**config.mk**
```make
export PLATFORM = sky130hd
export DESIGN_NAME = eth_ipv4_header_checker_top
export DESIGN_NICKNAME = d
export VERILOG_FILES = /design/src/rtl/core/eihc_pkg.sv /design/src/rtl/core/eihc_front.sv /design/src/rtl/core/eihc_queue.sv /design/src/rtl/core/eihc_back.sv /design/src/rtl/core/eth_ipv4_header_checker_top.sv
export SDC_FILE = /design/constraint.sdc
export NUM_CORES = 1
export LEC_CHECK = 0
export BUFFER_PORTS_ARGS = -buffer_cell sky130_fd_sc_hd__buf_4
export CAP_MARGIN = 20
export CORE_AREA = 2 2 197 343
export DETAILED_ROUTE_END_ITERATION = 8
export DIE_AREA = 0 0 199 345
export GPL_TIMING_DRIVEN = 0
export PLACE_DENSITY = 0.57
export SYNTH_ARGS = -nofsm -noshare
export SYNTH_HDL_FRONTEND = slang
export SYNTH_SLANG_ARGS = --single-unit
```
**constraint.sdc**
```tcl
create_clock -name clock -period 15.7 [get_ports clock]
set_input_delay 3.14 -clock clock [delete_from_list [all_inputs] [get_ports clock]]
set_output_delay 3.14 -clock clock [all_outputs]
set_load 0.03 [all_outputs]
```
**src/rtl/core/eihc_pkg.sv**
```systemverilog
// ---------------------------------------------------------------------------
// eihc_pkg: shared types and constants for the IPv4 header checker
// Byte-lane transaction types, per-frame summary, verdict codes.
// ---------------------------------------------------------------------------
package eihc_pkg;

   localparam int LEN_BITS       = 16;
   localparam int CMP_BITS       = (LEN_BITS > 16) ? LEN_BITS : 16;
   localparam int QUEUE_DEPTH    = 4;
   localparam int QUEUE_PTR_BITS = $clog2(QUEUE_DEPTH);
   localparam int QUEUE_CNT_BITS = $clog2(QUEUE_DEPTH + 1);

   localparam logic [LEN_BITS-1:0] LEN_MAX = {LEN_BITS{1'b1}};

   localparam logic [15:0] ETYPE_IPV4  = 16'h0800;
   localparam logic [15:0] ETYPE_VLAN  = 16'h8100;
   localparam logic [7:0]  PROTO_TCP   = 8'd6;
   localparam logic [7:0]  PROTO_UDP   = 8'd17;
   localparam logic [3:0]  IP_VERSION  = 4'd4;
   localparam logic [3:0]  MIN_IHL     = 4'd5;
   localparam logic [4:0]  ETH_HDR     = 5'd14;
   localparam logic [4:0]  VLAN_HDR    = 5'd18;
   localparam logic [4:0]  ETHTYPE_HI  = 5'd12;
   localparam logic [4:0]  ETHTYPE_LO  = 5'd13;
   localparam logic [4:0]  INNER_HI    = 5'd16;
   localparam logic [4:0]  INNER_LO    = 5'd17;

   typedef enum logic [2:0] {
      ST_OK            = 3'd0,
      ST_WIRE_MISMATCH = 3'd1,
      ST_NOT_IPV4      = 3'd2,
      ST_BAD_VERSION   = 3'd3,
      ST_HDR_BEYOND    = 3'd4,
      ST_TOTAL_BEYOND  = 3'd5,
      ST_TRUNCATED     = 3'd6
   } status_type;

   typedef enum logic [2:0] {
      L4_OTHER     = 3'd0,
      L4_TCP       = 3'd1,
      L4_UDP_OK    = 3'd2,
      L4_UDP_BIG   = 3'd3,
      L4_UDP_TRUNC = 3'd4
   } l4_kind_type;

   typedef struct packed {
      logic [7:0]  data_byte;
      logic        first_byte;
      logic        last_byte;
      logic [15:0] wire_len;
   } req_type;

   typedef struct packed {
      status_type  status;
      logic [4:0]  ip_offset;
      logic [5:0]  ip_header_len;
      logic [15:0] ip_total_len;
      l4_kind_type l4_kind;
      logic [6:0]  l4_offset;
      logic [15:0] captured_len;
   } rsp_type;

   typedef struct packed {
      logic [LEN_BITS-1:0] cap;
      logic [15:0]         wire_len;
      logic [15:0]         ether_kind;
      logic [15:0]         inner_kind;
      logic [7:0]          version_ihl;
      logic [15:0]         total_length;
      logic [7:0]          protocol_byte;
      logic [15:0]         udp_length;
   } summary_type;

   typedef struct packed {
      logic full;
      logic nonempty;
   } queue_status_type;

endpackage

```
**src/rtl/core/eihc_front.sv**
```systemverilog
// ---------------------------------------------------------------------------
// eihc_front: byte parser
// Counts captured bytes, picks header fields, pushes a summary per frame.
// ---------------------------------------------------------------------------
module eihc_front (
   input  logic                     clock,
   input  logic                     reset,
   input  logic                     req_valid,
   input  eihc_pkg::req_type        req_data,
   input  eihc_pkg::queue_status_type q_status,
   output logic                     req_stall,
   output logic                     push,
   output eihc_pkg::summary_type    push_data
);

   logic [eihc_pkg::LEN_BITS-1:0] count_ff, count_in;
   logic [15:0] ether_ff, ether_in;
   logic        tagged_ff, tagged_in;
   logic [15:0] inner_ff, inner_in;
   logic [7:0]  vihl_ff, vihl_in;
   logic [15:0] total_ff, total_in;
   logic [7:0]  proto_ff, proto_in;
   logic [15:0] udp_ff, udp_in;

   logic        accept;
   logic [eihc_pkg::LEN_BITS-1:0] idx;
   logic [eihc_pkg::LEN_BITS-1:0] base;
   logic [eihc_pkg::LEN_BITS-1:0] l4;
   logic [7:0]  d;

   assign req_stall = q_status.full;
   assign accept    = req_valid && !req_stall;
   assign d         = req_data.data_byte;

   always_comb begin
      count_in  = count_ff;
      ether_in  = ether_ff;
      tagged_in = tagged_ff;
      inner_in  = inner_ff;
      vihl_in   = vihl_ff;
      total_in  = total_ff;
      proto_in  = proto_ff;
      udp_in    = udp_ff;
      if (req_data.first_byte) begin
         count_in  = '0;
         ether_in  = '0;
         tagged_in = 1'b0;
         inner_in  = '0;
         vihl_in   = '0;
         total_in  = '0;
         proto_in  = '0;
         udp_in    = '0;
      end
      idx = count_in;
      if (count_in != eihc_pkg::LEN_MAX) begin
         count_in = count_in + 1'b1;
      end
      if (idx == eihc_pkg::LEN_BITS'(eihc_pkg::ETHTYPE_HI)) begin
         ether_in = {d, ether_in[7:0]};
      end
      if (idx == eihc_pkg::LEN_BITS'(eihc_pkg::ETHTYPE_LO)) begin
         ether_in  = {ether_in[15:8], d};
         tagged_in = (ether_in == eihc_pkg::ETYPE_VLAN);
      end
      if (idx == eihc_pkg::LEN_BITS'(eihc_pkg::INNER_HI)) begin
         inner_in = {d, inner_in[7:0]};
      end
      if (idx == eihc_pkg::LEN_BITS'(eihc_pkg::INNER_LO)) begin
         inner_in = {inner_in[15:8], d};
      end
      base = tagged_in ? eihc_pkg::LEN_BITS'(eihc_pkg::VLAN_HDR)
                       : eihc_pkg::LEN_BITS'(eihc_pkg::ETH_HDR);
      l4   = base + eihc_pkg::LEN_BITS'({vihl_in[3:0], 2'b00});
      if (idx >= eihc_pkg::LEN_BITS'(eihc_pkg::ETH_HDR)) begin
         if (idx == base) begin
            vihl_in = d;
         end
         if (idx == base + eihc_pkg::LEN_BITS'(2)) begin
            total_in = {d, total_in[7:0]};
         end
         if (idx == base + eihc_pkg::LEN_BITS'(3)) begin
            total_in = {total_in[15:8], d};
         end
         if (idx == base + eihc_pkg::LEN_BITS'(9)) begin
            proto_in = d;
         end
         if (idx > base) begin
            if (idx == l4 + eihc_pkg::LEN_BITS'(4)) begin
               udp_in = {d, udp_in[7:0]};
            end
            if (idx == l4 + eihc_pkg::LEN_BITS'(5)) begin
               udp_in = {udp_in[15:8], d};
            end
         end
      end
   end

   assign push = accept && req_data.last_byte;

   always_comb begin
      push_data.cap           = count_in;
      push_data.wire_len      = req_data.wire_len;
      push_data.ether_kind    = ether_in;
      push_data.inner_kind    = inner_in;
      push_data.version_ihl   = vihl_in;
      push_data.total_length  = total_in;
      push_data.protocol_byte = proto_in;
      push_data.udp_length    = udp_in;
   end

   always_ff @(posedge clock) begin
      if (reset || push) begin
         count_ff  <= '0;
         ether_ff  <= '0;
         tagged_ff <= 1'b0;
         inner_ff  <= '0;
         vihl_ff   <= '0;
         total_ff  <= '0;
         proto_ff  <= '0;
         udp_ff    <= '0;
      end else if (accept) begin
         count_ff  <= count_in;
         ether_ff  <= ether_in;
         tagged_ff <= tagged_in;
         inner_ff  <= inner_in;
         vihl_ff   <= vihl_in;
         total_ff  <= total_in;
         proto_ff  <= proto_in;
         udp_ff    <= udp_in;
      end
   end

endmodule

```
**src/rtl/core/eihc_queue.sv**
```systemverilog
// ---------------------------------------------------------------------------
// eihc_queue: frame summary queue
// Short FIFO between the byte parser and the verdict stage.
// ---------------------------------------------------------------------------
module eihc_queue (
   input  logic                        clock,
   input  logic                        reset,
   input  logic                        push,
   input  eihc_pkg::summary_type       push_data,
   input  logic                        pop,
   output eihc_pkg::queue_status_type  q_status,
   output eihc_pkg::summary_type       head_data
);

   eihc_pkg::summary_type entry_ff [eihc_pkg::QUEUE_DEPTH];
   logic [eihc_pkg::QUEUE_PTR_BITS-1:0] wr_ptr_ff, wr_ptr_in;
   logic [eihc_pkg::QUEUE_PTR_BITS-1:0] rd_ptr_ff, rd_ptr_in;
   logic [eihc_pkg::QUEUE_CNT_BITS-1:0] count_ff, count_in;
   logic do_push, do_pop;

   assign q_status.full     = (count_ff == eihc_pkg::QUEUE_CNT_BITS'(eihc_pkg::QUEUE_DEPTH));
   assign q_status.nonempty = (count_ff != '0);
   assign do_push   = push && !q_status.full;
   assign do_pop    = pop && q_status.nonempty;
   assign head_data = entry_ff[rd_ptr_ff];

   always_comb begin
      wr_ptr_in = do_push ? wr_ptr_ff + 1'b1 : wr_ptr_ff;
      rd_ptr_in = do_pop  ? rd_ptr_ff + 1'b1 : rd_ptr_ff;
      count_in  = count_ff;
      if (do_push && !do_pop) begin
         count_in = count_ff + 1'b1;
      end else if (do_pop && !do_push) begin
         count_in = count_ff - 1'b1;
      end
   end

   always_ff @(posedge clock) begin
      if (reset) begin
         wr_ptr_ff <= '0;
         rd_ptr_ff <= '0;
         count_ff  <= '0;
      end else begin
         wr_ptr_ff <= wr_ptr_in;
         rd_ptr_ff <= rd_ptr_in;
         count_ff  <= count_in;
      end
   end

   always_ff @(posedge clock) begin
      if (do_push) begin
         entry_ff[wr_ptr_ff] <= push_data;
      end
   end

endmodule

```
**src/rtl/core/eihc_back.sv**
```systemverilog
// ---------------------------------------------------------------------------
// eihc_back: verdict stage
// Evaluates one frame summary and holds the verdict in the output register.
// ---------------------------------------------------------------------------
module eihc_back (
   input  logic                        clock,
   input  logic                        reset,
   input  eihc_pkg::queue_status_type  q_status,
   input  eihc_pkg::summary_type       head_data,
   output logic                        pop,
   input  logic                        rsp_stall,
   output logic                        rsp_valid,
   output eihc_pkg::rsp_type           rsp_data
);

   logic              rsp_valid_ff, rsp_valid_in;
   eihc_pkg::rsp_type rsp_data_ff, rsp_data_in;

   always_comb begin
      logic [eihc_pkg::CMP_BITS-1:0] cap_c;
      logic [eihc_pkg::CMP_BITS-1:0] wire_c;
      logic [eihc_pkg::CMP_BITS-1:0] room;
      logic [4:0]  base;
      logic [5:0]  hlen;
      logic [6:0]  l4off;
      logic [3:0]  ihl;
      logic [3:0]  ver;
      logic [15:0] total;
      logic [15:0] payload;
      eihc_pkg::status_type  st;
      eihc_pkg::l4_kind_type kind;

      cap_c   = eihc_pkg::CMP_BITS'(head_data.cap);
      wire_c  = eihc_pkg::CMP_BITS'(head_data.wire_len);
      ver     = head_data.version_ihl[7:4];
      ihl     = head_data.version_ihl[3:0];
      total   = head_data.total_length;
      hlen    = {ihl, 2'b00};
      base    = '0;
      st      = eihc_pkg::ST_OK;
      kind    = eihc_pkg::L4_OTHER;

      if (wire_c != cap_c) begin
         st = eihc_pkg::ST_WIRE_MISMATCH;
      end else if (cap_c < eihc_pkg::CMP_BITS'(eihc_pkg::ETH_HDR)) begin
         st = eihc_pkg::ST_TRUNCATED;
      end else if (head_data.ether_kind == eihc_pkg::ETYPE_IPV4) begin
         base = eihc_pkg::ETH_HDR;
      end else if (head_data.ether_kind == eihc_pkg::ETYPE_VLAN) begin
         if (cap_c < eihc_pkg::CMP_BITS'(eihc_pkg::VLAN_HDR)) begin
            st = eihc_pkg::ST_TRUNCATED;
         end else if (head_data.inner_kind != eihc_pkg::ETYPE_IPV4) begin
            st = eihc_pkg::ST_NOT_IPV4;
         end else begin
            base = eihc_pkg::VLAN_HDR;
         end
      end else begin
         st = eihc_pkg::ST_NOT_IPV4;
      end

      room = cap_c - eihc_pkg::CMP_BITS'(base);
      if (st == eihc_pkg::ST_OK) begin
         if (cap_c <= eihc_pkg::CMP_BITS'(base)) begin
            st = eihc_pkg::ST_TRUNCATED;
         end else if (ihl < eihc_pkg::MIN_IHL || ver != eihc_pkg::IP_VERSION) begin
            st = eihc_pkg::ST_BAD_VERSION;
         end else if (eihc_pkg::CMP_BITS'(hlen) > room) begin
            st = eihc_pkg::ST_HDR_BEYOND;
         end else if (eihc_pkg::CMP_BITS'(total) > room) begin
            st = eihc_pkg::ST_TOTAL_BEYOND;
         end
      end

      l4off   = 7'(base) + 7'(hlen);
      payload = total - 16'(hlen);
      if (head_data.protocol_byte == eihc_pkg::PROTO_TCP) begin
         kind = eihc_pkg::L4_TCP;
      end else if (head_data.protocol_byte == eihc_pkg::PROTO_UDP) begin
         if (eihc_pkg::CMP_BITS'(l4off) + eihc_pkg::CMP_BITS'(6) > cap_c) begin
            kind = eihc_pkg::L4_UDP_TRUNC;
         end else if (total >= 16'(hlen) && head_data.udp_length > payload) begin
            kind = eihc_pkg::L4_UDP_BIG;
         end else begin
            kind = eihc_pkg::L4_UDP_OK;
         end
      end

      rsp_data_in.status       = st;
      rsp_data_in.captured_len = cap_c[15:0];
      if (st == eihc_pkg::ST_OK) begin
         rsp_data_in.ip_offset     = base;
         rsp_data_in.ip_header_len = hlen;
         rsp_data_in.ip_total_len  = total;
         rsp_data_in.l4_kind       = kind;
         rsp_data_in.l4_offset     = l4off;
      end else begin
         rsp_data_in.ip_offset     = '0;
         rsp_data_in.ip_header_len = '0;
         rsp_data_in.ip_total_len  = '0;
         rsp_data_in.l4_kind       = eihc_pkg::L4_OTHER;
         rsp_data_in.l4_offset     = '0;
      end
   end

   assign pop          = q_status.nonempty && (!rsp_valid_ff || !rsp_stall);
   assign rsp_valid_in = pop ? 1'b1 : (rsp_valid_ff && rsp_stall);
   assign rsp_valid    = rsp_valid_ff;
   assign rsp_data     = rsp_data_ff;

   always_ff @(posedge clock) begin
      if (reset) begin
         rsp_valid_ff <= 1'b0;
      end else begin
         rsp_valid_ff <= rsp_valid_in;
      end
   end

   always_ff @(posedge clock) begin
      if (pop) begin
         rsp_data_ff <= rsp_data_in;
      end
   end

endmodule

```
**src/rtl/core/eth_ipv4_header_checker_top.sv**
```systemverilog
// ---------------------------------------------------------------------------
// eth_ipv4_header_checker_top: Ethernet / 802.1Q / IPv4 header checker
// Takes a frame one byte per transaction and gives one verdict per frame.
//
//   channel   direction  transaction
//   req_*     in         one captured byte, first/last marks, wire length
//   rsp_*     out        one verdict per frame, on the last byte
//
// One byte is taken every cycle while req_stall is low; the parser updates
// its field registers in the cycle a byte arrives. After the last byte the
// frame's summary passes through the summary queue, then the verdict register.
// The four-entry queue raises req_stall only when full; rsp_stall holds the
// verdict register and, once the queue fills, the input.
// Reset clears the parser, the queue and the output valid.
// ---------------------------------------------------------------------------
module eth_ipv4_header_checker_top (
   input  logic              clock,
   input  logic              reset,
   input  logic              req_valid,
   output logic              req_stall,
   input  eihc_pkg::req_type req_data,
   output logic              rsp_valid,
   input  logic              rsp_stall,
   output eihc_pkg::rsp_type rsp_data
);

   eihc_pkg::queue_status_type q_status;
   eihc_pkg::summary_type      push_data;
   eihc_pkg::summary_type      head_data;
   logic                       push;
   logic                       pop;

   eihc_front u_front (
      .clock     (clock),
      .reset     (reset),
      .req_valid (req_valid),
      .req_data  (req_data),
      .q_status  (q_status),
      .req_stall (req_stall),
      .push      (push),
      .push_data (push_data)
   );

   eihc_queue u_queue (
      .clock     (clock),
      .reset     (reset),
      .push      (push),
      .push_data (push_data),
      .pop       (pop),
      .q_status  (q_status),
      .head_data (head_data)
   );

   eihc_back u_back (
      .clock     (clock),
      .reset     (reset),
      .q_status  (q_status),
      .head_data (head_data),
      .pop       (pop),
      .rsp_stall (rsp_stall),
      .rsp_valid (rsp_valid),
      .rsp_data  (rsp_data)
   );

endmodule

```
==> results of run 1 <==
[stage by stage]
step | instances | instance area, um^2
4_1_cts | 2957 | 29800
5_1_grt | 2957 | 29800
2_1_floorplan | 1880 | 26100
6_report | 2957 | 29800
3_3_place_gp | 2851 | 27800
3_5_place_dp | 2863 | 28100
[cells in the mapped netlist, types with 6 or more instances]
| cell | count |
|---|---|
| edfxtp_1 | 498 |
| nand2_1 | 192 |
| nor2_1 | 127 |
| dfxtp_1 | 107 |
| a21oi_1 | 77 |
| clkbuf_1 | 77 |
| mux4_2 | 75 |
| ha_1 | 71 |
| nor3_1 | 65 |
| inv_1 | 61 |
| o21ai_0 | 52 |
| xnor2_1 | 44 |
| a21o_1 | 30 |
| a211oi_1 | 28 |
| mux2i_1 | 26 |
| nand4_1 | 25 |
| nor3b_1 | 25 |
| xor2_1 | 24 |
| and2_1 | 21 |
| nor2b_1 | 21 |
| nor4_1 | 19 |
| nand3_1 | 17 |
| a32o_1 | 16 |
| and3_1 | 15 |
| nor4b_1 | 13 |
| o21a_1 | 13 |
| a31o_2 | 12 |
| buf_2 | 11 |
| or3_1 | 11 |
| nand2b_1 | 10 |
| buf_4 | 9 |
| buf_6 | 7 |
| a31oi_1 | 6 |
| o21ai_1 | 6 |
[routing by layer]
| layer | vias up | wire, um | global-route usage, % |
|---|---|---|---|
| li1 | 7350 | - | - |
| met1 | 7808 | 23300 | 20.4 |
| met2 | 463 | 35200 | 35.9 |
| met3 | 159 | 2690 | 2.22 |
| met4 | 0 | 3320 | 9.70 |
| met5 | - | 0 | 0 |
[layout make-up]
cell class                      count  share of cell area (%)
Clock inverter                     31                   0.835
Sequential cell                   605                    57.3
Inverter                           64                   0.814
Buffer                            106                    1.67
Multi-Input combinational cell   1105                    27.8
Clock buffer                       63                    4.78
Tap cell                          889                    3.73
Timing Repair Buffer               94                    2.99
[worst reg2reg max path, delay by kind of cell (launching register included)]
| family | cells | cell delay [ns] |
|---|---|---|
| XOR/XNOR | 1 | 0.19 |
| AO/OA/AOI/OAI | 8 | 2.58 |
| flip-flops | 1 | 0.32 |
| adder cells (fa/ha/maj) | 3 | 0.86 |
| buffers and inverters | 7 | 1.36 |
| multiplexers | 1 | 0.26 |
| AND/OR/NAND/NOR | 10 | 2.36 |
[worst min-delay path by stage]
| stage | startpoint | end | slack, ns | cells past startpoint |
|---|---|---|---|---|
| after global routing | u_front.ether_ff[3] | u_front.ether_ff[3] | 0.48 | 2 |
| after floorplan | u_front.total_ff[7] | u_front.total_ff[7] | 0.43 | 2 |
| after global placement | u_front.total_ff[11] | u_front.total_ff[11] | 0.44 | 2 |
| final | u_front.ether_ff[5] | u_front.ether_ff[5] | 0.46 | 2 |
| after detailed placement | u_front.ether_ff[5] | u_front.ether_ff[5] | 0.45 | 2 |
| after CTS | u_front.ether_ff[3] | u_front.ether_ff[3] | 0.46 | 2 |
[flip-flops by register name, indices dropped and copies added, names as in the netlist, 8 cells and up, named ones only]
signal and flops:
u_front.proto_ff 8, u_front.count_ff 16, u_front.udp_ff 16, u_back.rsp_data 50, u_front.vihl_ff 8, u_front.ether_ff 16
u_front.total_ff 16, u_front.inner_ff 16, u_queue.entry_ff 448
[logic make-up after synthesis]
family,after synthesis
adder cells (fa/ha/maj),76
XOR/XNOR,69
buffers and inverters,170
flip-flops,605
multiplexers,103
other,1
AND/OR/NAND/NOR,583
AO/OA/AOI/OAI,269
[power by group through the flow]
stage                     Clock (mW)  Sequential (mW)  Combinational, mW
after floorplan                    0             2.11              0.826
after global placement             0             1.99               1.37
after detailed placement           0             1.98               1.43
after CTS                       1.30             1.94               1.44
after global routing            1.36             1.95               1.54
final                           1.27             1.94               1.41
==> reports/metrics.cfg, run 1 <==
[yosys]
synth_ff_type=edfxtp_1
synth_top_area_share_pct=57.3
yosys.area_share.adder_pct=3.79
synth_top_area_cell=edfxtp_1
ys_seq_area_share_pct=65.5
syn_area_um2=26100
syn_inst=1876
async_reset_ff_share_pct=0
synth.area.top_cells=edfxtp_1, dfxtp_1, mux4_2
synth_edf_count=498
synth_xor_area_share_pct=2.37
synth.avg_cell_area_um2=13.9
yosys-mux-area-fraction_pct=7.56
synth_top_family_by_area=simple AND/OR/NAND/NOR gates
ys_seq_elements=605
synth_warnings=0
synth-compound-area-share_pct=6.79
synth-simple-area-share_pct=11.1
synthDistinctLibCells=72

[grt]
grt_pass1_wl_um=97300
grt_pass1_vias=16419
grtUsageTotal_pct=19.0
antenna_found_initial=0
grt-ovfl-total=0
grt_start_max_net_pins=56

[detailed_routing]
drc=0
routedWlPerCell_um=21.8
vias=15780
viasPerCell=5.34
drt-initial-drc-count=1005
drt-total-wl_um=64500
antenna_left=0
first_pass_iters=5

[die]
initial_core_util_pct=39.4
ios=88
rows=125
core_um2=66200
die_height_um=345
die_area_um2=68700
die_w_um=199

[timing]
tightest_slew_ns=1.21
finClkSkew_ns=0.0238
period_needed_ns=10.31
hold_viol=0
slew_headroom_pct=18.9
setup-tns-final_ns=0
rsz0062_at_grt=false
fin_ws_ns=5.39
drv_slew=0
period_share_pct=65.7
setup_viol=0
hold_ws_ns=0.456
fmax_mhz=97.0

[clocking]
cts_root_buf=clkbuf_16
cts_setup_buffers=0
insertion_delay_ns=0.60
cts_tree=yes
h-tree-depth=2
hold_buffers=0
cts_resized=0
cts.sinks=605
clkTransAtPathRegs_ns=0.07
cts_made_buffers=51
clockBufferDepth=3

[cells_and_area]
mostFrequentLayoutCells=edfxtp_1, nand2_1, nor2_1
area_growth_pct=14.3
drive_above_1_share_pct=14.8
final_util_pct=45.1
antenna_cells=0
seq_area_um2=17100
multiInputGateArea_um2=8300
nNetsFinal=2133
fillers=5887
mostFrequentLayoutCell=edfxtp_1

[worst_setup_path]
critPathKind=input port to flop
cp-end-kind=flop
cpMaxStageDelayCell=mux2i_1
critical_path_arrival_ns=10.56
crit_buf_inv=9
r2r.worst_path.cells=30
crit_start=req_data[17]
r2r_slack_ns=7.64
slowest_delay_ns=0.72
cp.depth=25
r2r-end=u_back.rsp_data[51]
setup.worst_path.start_class=input port
cpMostUsedCell=clkbuf_1
path_max_fanout=10
required_ns=15.95
cpLargestDelayFamily=buffers and inverters
crit_end=u_queue.entry_ff[3][3]

[placement]
post-place-ws_ns=4.83
port_buffers=82
gp_congestion=0.906
dp.final_hpwl_um=47000

[pwr]
seq_power_share_pct=41.9
pwr_density_cell_nw_per_um2=155
power.share.clock_pct=27.5
peakVddDrop_mv=0.0837
internal-power_mw=3.14
leakage_nw=10.2
p_total_mw=4.62
switching_power_mw=1.49
power_frac_comb_pct=30.6
netSwitchingFraction_pct=32.1

[run_status]
status=finished, final reports clean

[worst_hold_path]
hold_path_class=flop to flop

[flow_run]
drv_cap=0

Power figures use the tool's default switching activity.
==> run 2, diff against run 1 <==
--- a/config.mk
+++ b/config.mk
@@ -11,7 +11,7 @@
 export DETAILED_ROUTE_END_ITERATION = 8
 export DIE_AREA = 0 0 199 345
 export GPL_TIMING_DRIVEN = 0
-export PLACE_DENSITY = 0.57
+export PLACE_DENSITY = 0.59
 export SYNTH_ARGS = -nofsm -noshare
 export SYNTH_HDL_FRONTEND = slang
 export SYNTH_SLANG_ARGS = --single-unit
==> constraint.sdc (replaced) <==
create_clock -name clock -period 9.02 [get_ports clock]
set_input_delay 1.804 -clock clock [delete_from_list [all_inputs] [get_ports clock]]
set_output_delay 1.804 -clock clock [all_outputs]
set_load 0.03 [all_outputs]
==> reports/metrics.cfg, run 2 (synthesized netlist as in run 1, its figures left out) <==
[placement]
port_buffers=82  ; unchanged
placedCellCount=2863  ; unchanged
post-place-ws_ns=-0.583  ; -5.42 ns
placed_area_um2=28100  ; about the same
gp_congestion=0.912  ; +0.64%
dp.final_hpwl_um=46600  ; -0.90%

[pwr]
switching_power_mw=2.61  ; +75%
leakage_nw=10.2  ; +0.58%
pwr_density_cell_nw_per_um2=273  ; +76%
netSwitchingFraction_pct=31.9  ; -0.22 points
seq_power_share_pct=41.3  ; -0.6 points
peakVddDrop_mv=0.130  ; +56%
p_total_mw=8.17  ; +77%
power_frac_comb_pct=30.2  ; -0.4 points
power.share.clock_pct=28.5  ; +1.0 points
internal-power_mw=5.56  ; +77%

[timing]
period_needed_ns=8.53
finClkSkew_ns=0.0164  ; -0.00737 ns
setup-tns-final_ns=0  ; unchanged
fmax_mhz=117
setup_viol=0  ; unchanged
drv_slew=0  ; unchanged
hold_ws_ns=0.461  ; +0.00514 ns
tightest_slew_ns=1.17  ; -0.0361 ns
slew_headroom_pct=21.3  ; +2.4 points
rsz0062_at_grt=false
hold_viol=0  ; unchanged
period_share_pct=94.5
fin_ws_ns=0.494  ; -4.89 ns

[cells_and_area]
nNetsFinal=2134  ; +0.047%
antenna_cells=0  ; unchanged
area_growth_pct=14.8
drive_above_1_share_pct=15.2  ; +0.36 points
final_util_pct=45.3  ; +0.19 points
largest_reg_flops=448  ; unchanged
mostFrequentLayoutCell=edfxtp_1
design_area_um2=29900  ; +0.42%
regMostFlops=u_queue.entry_ff
mostFrequentLayoutCells=edfxtp_1, nand2_1, nor2_1
finalNonFillerCells=2960  ; +0.10%

[worst_setup_path]
required_ns=9.27  ; -6.68 ns
cpMaxStageDelayCell=mux2i_2
path_max_fanout=10  ; unchanged
cpLargestDelayFamily=buffers and inverters
critical_path_arrival_ns=8.78  ; -1.78 ns
critPathKind=input port to flop
cpMostUsedCell=clkbuf_1
crit_buf_inv=9  ; unchanged
setup.worst_path.start_class=input port
cp-end-kind=flop
slowest_delay_ns=0.51  ; -0.21 ns

[detailed_routing]
drt-total-wl_um=64400  ; -0.16%
first_pass_iters=5  ; unchanged
antenna_left=0  ; unchanged
drc=0  ; unchanged
viasPerCell=5.37  ; +0.68%
vias=15904  ; +0.79%
drt-initial-drc-count=1075  ; +7.0%
routedWlPerCell_um=21.8  ; -0.26%

[grt]
antenna_found_initial=2  ; +2
grt_pass1_vias=16403  ; -0.097%
grt_pass1_wl_um=97300  ; about the same
grt_start_max_net_pins=56  ; unchanged
grtUsageTotal_pct=18.9  ; -0.079 points
grt-ovfl-total=0  ; unchanged

[clocking]
clkTransAtPathRegs_ns=0.07  ; about the same
cts_made_buffers=52  ; +2.0%
clockBufferDepth=3  ; unchanged
insertion_delay_ns=0.59  ; about the same
cts_setup_buffers=0  ; unchanged
cts_tree=yes
cts.sinks=605  ; unchanged
h-tree-depth=2  ; unchanged
hold_buffers=0  ; unchanged
cts_root_buf=clkbuf_16

[die]
initial_core_util_pct=39.4  ; unchanged
core_um2=66200  ; unchanged
ios=88  ; unchanged
rows=125  ; unchanged
die_height_um=345  ; unchanged
die_w_um=199  ; unchanged
die_area_um2=68700  ; unchanged

[flow_run]
drv_cap=0  ; unchanged

[run_status]
status=finished, final reports clean

[worst_hold_path]
hold_path_class=flop to flop

-- run 2: changes by cell type in the layout (fill, tap and decap cells not counted), sizes merged --
cell	change
bufinv	+3
inv	+7
buf	-1
clkinvlp	+1
clkbuf	-3
clkdlybuf4s18	+1
clkinv	-5
-- run 2: layout make-up --
| type | count | area [um^2] |
|---|---|---|
| buffer | 106 | 499 |
| fill | 5853 | 36200 |
| inverter | 64 | 243 |
| multi-input combinational | 1105 | 8310 |
| sequential | 605 | 17100 |
| clock inverter | 37 | 370 |
| clock buffer | 60 | 1420 |
| timing repair buffer | 94 | 897 |
| tap | 889 | 1110 |
-- run 2: path summary, 6_finish.rpt --
check	startpoint	endpoint	slack, ns	cells after the start
setup / recovery	req_data[17]	u_queue.entry_ff[0][1]	0.49	25
hold reg to reg	u_front.total_ff[0]	u_front.total_ff[0]	0.46	2
hold / removal	u_front.total_ff[0]	u_front.total_ff[0]	0.46	2
setup reg to reg	flop	u_back.rsp_data[26]	0.86	30
-- run 2: power by group through the flow --
stage	Clock [mW]	Combinational, mW	Sequential [mW]
global route	2.48	2.69	3.40
floorplan	0	1.44	3.68
finish	2.33	2.47	3.38
detailed placement	0	2.49	3.44
CTS	2.38	2.50	3.38
global placement	0	2.39	3.47
-- run 2: routing by layer --
layer  up-vias  routed length (um)  track usage, %
met5         -                  31               0
li1       7360                   -               -
met4         4                3360            9.85
met1      7962               23500            20.4
met3       144                2670            2.25
met2       434               34900            35.6
-- run 2: tightest hold or removal path, stage by stage, from the launching register on --
cell     delay, ns
dfxtp_1       0.31
nand2_1       0.05
a21oi_1       0.05
-- run 2: repair_timing --
action	CTS	global route
setup endpoints to repair	0	80
resized for setup	0	5
endpoints found under the hold margin	0	0
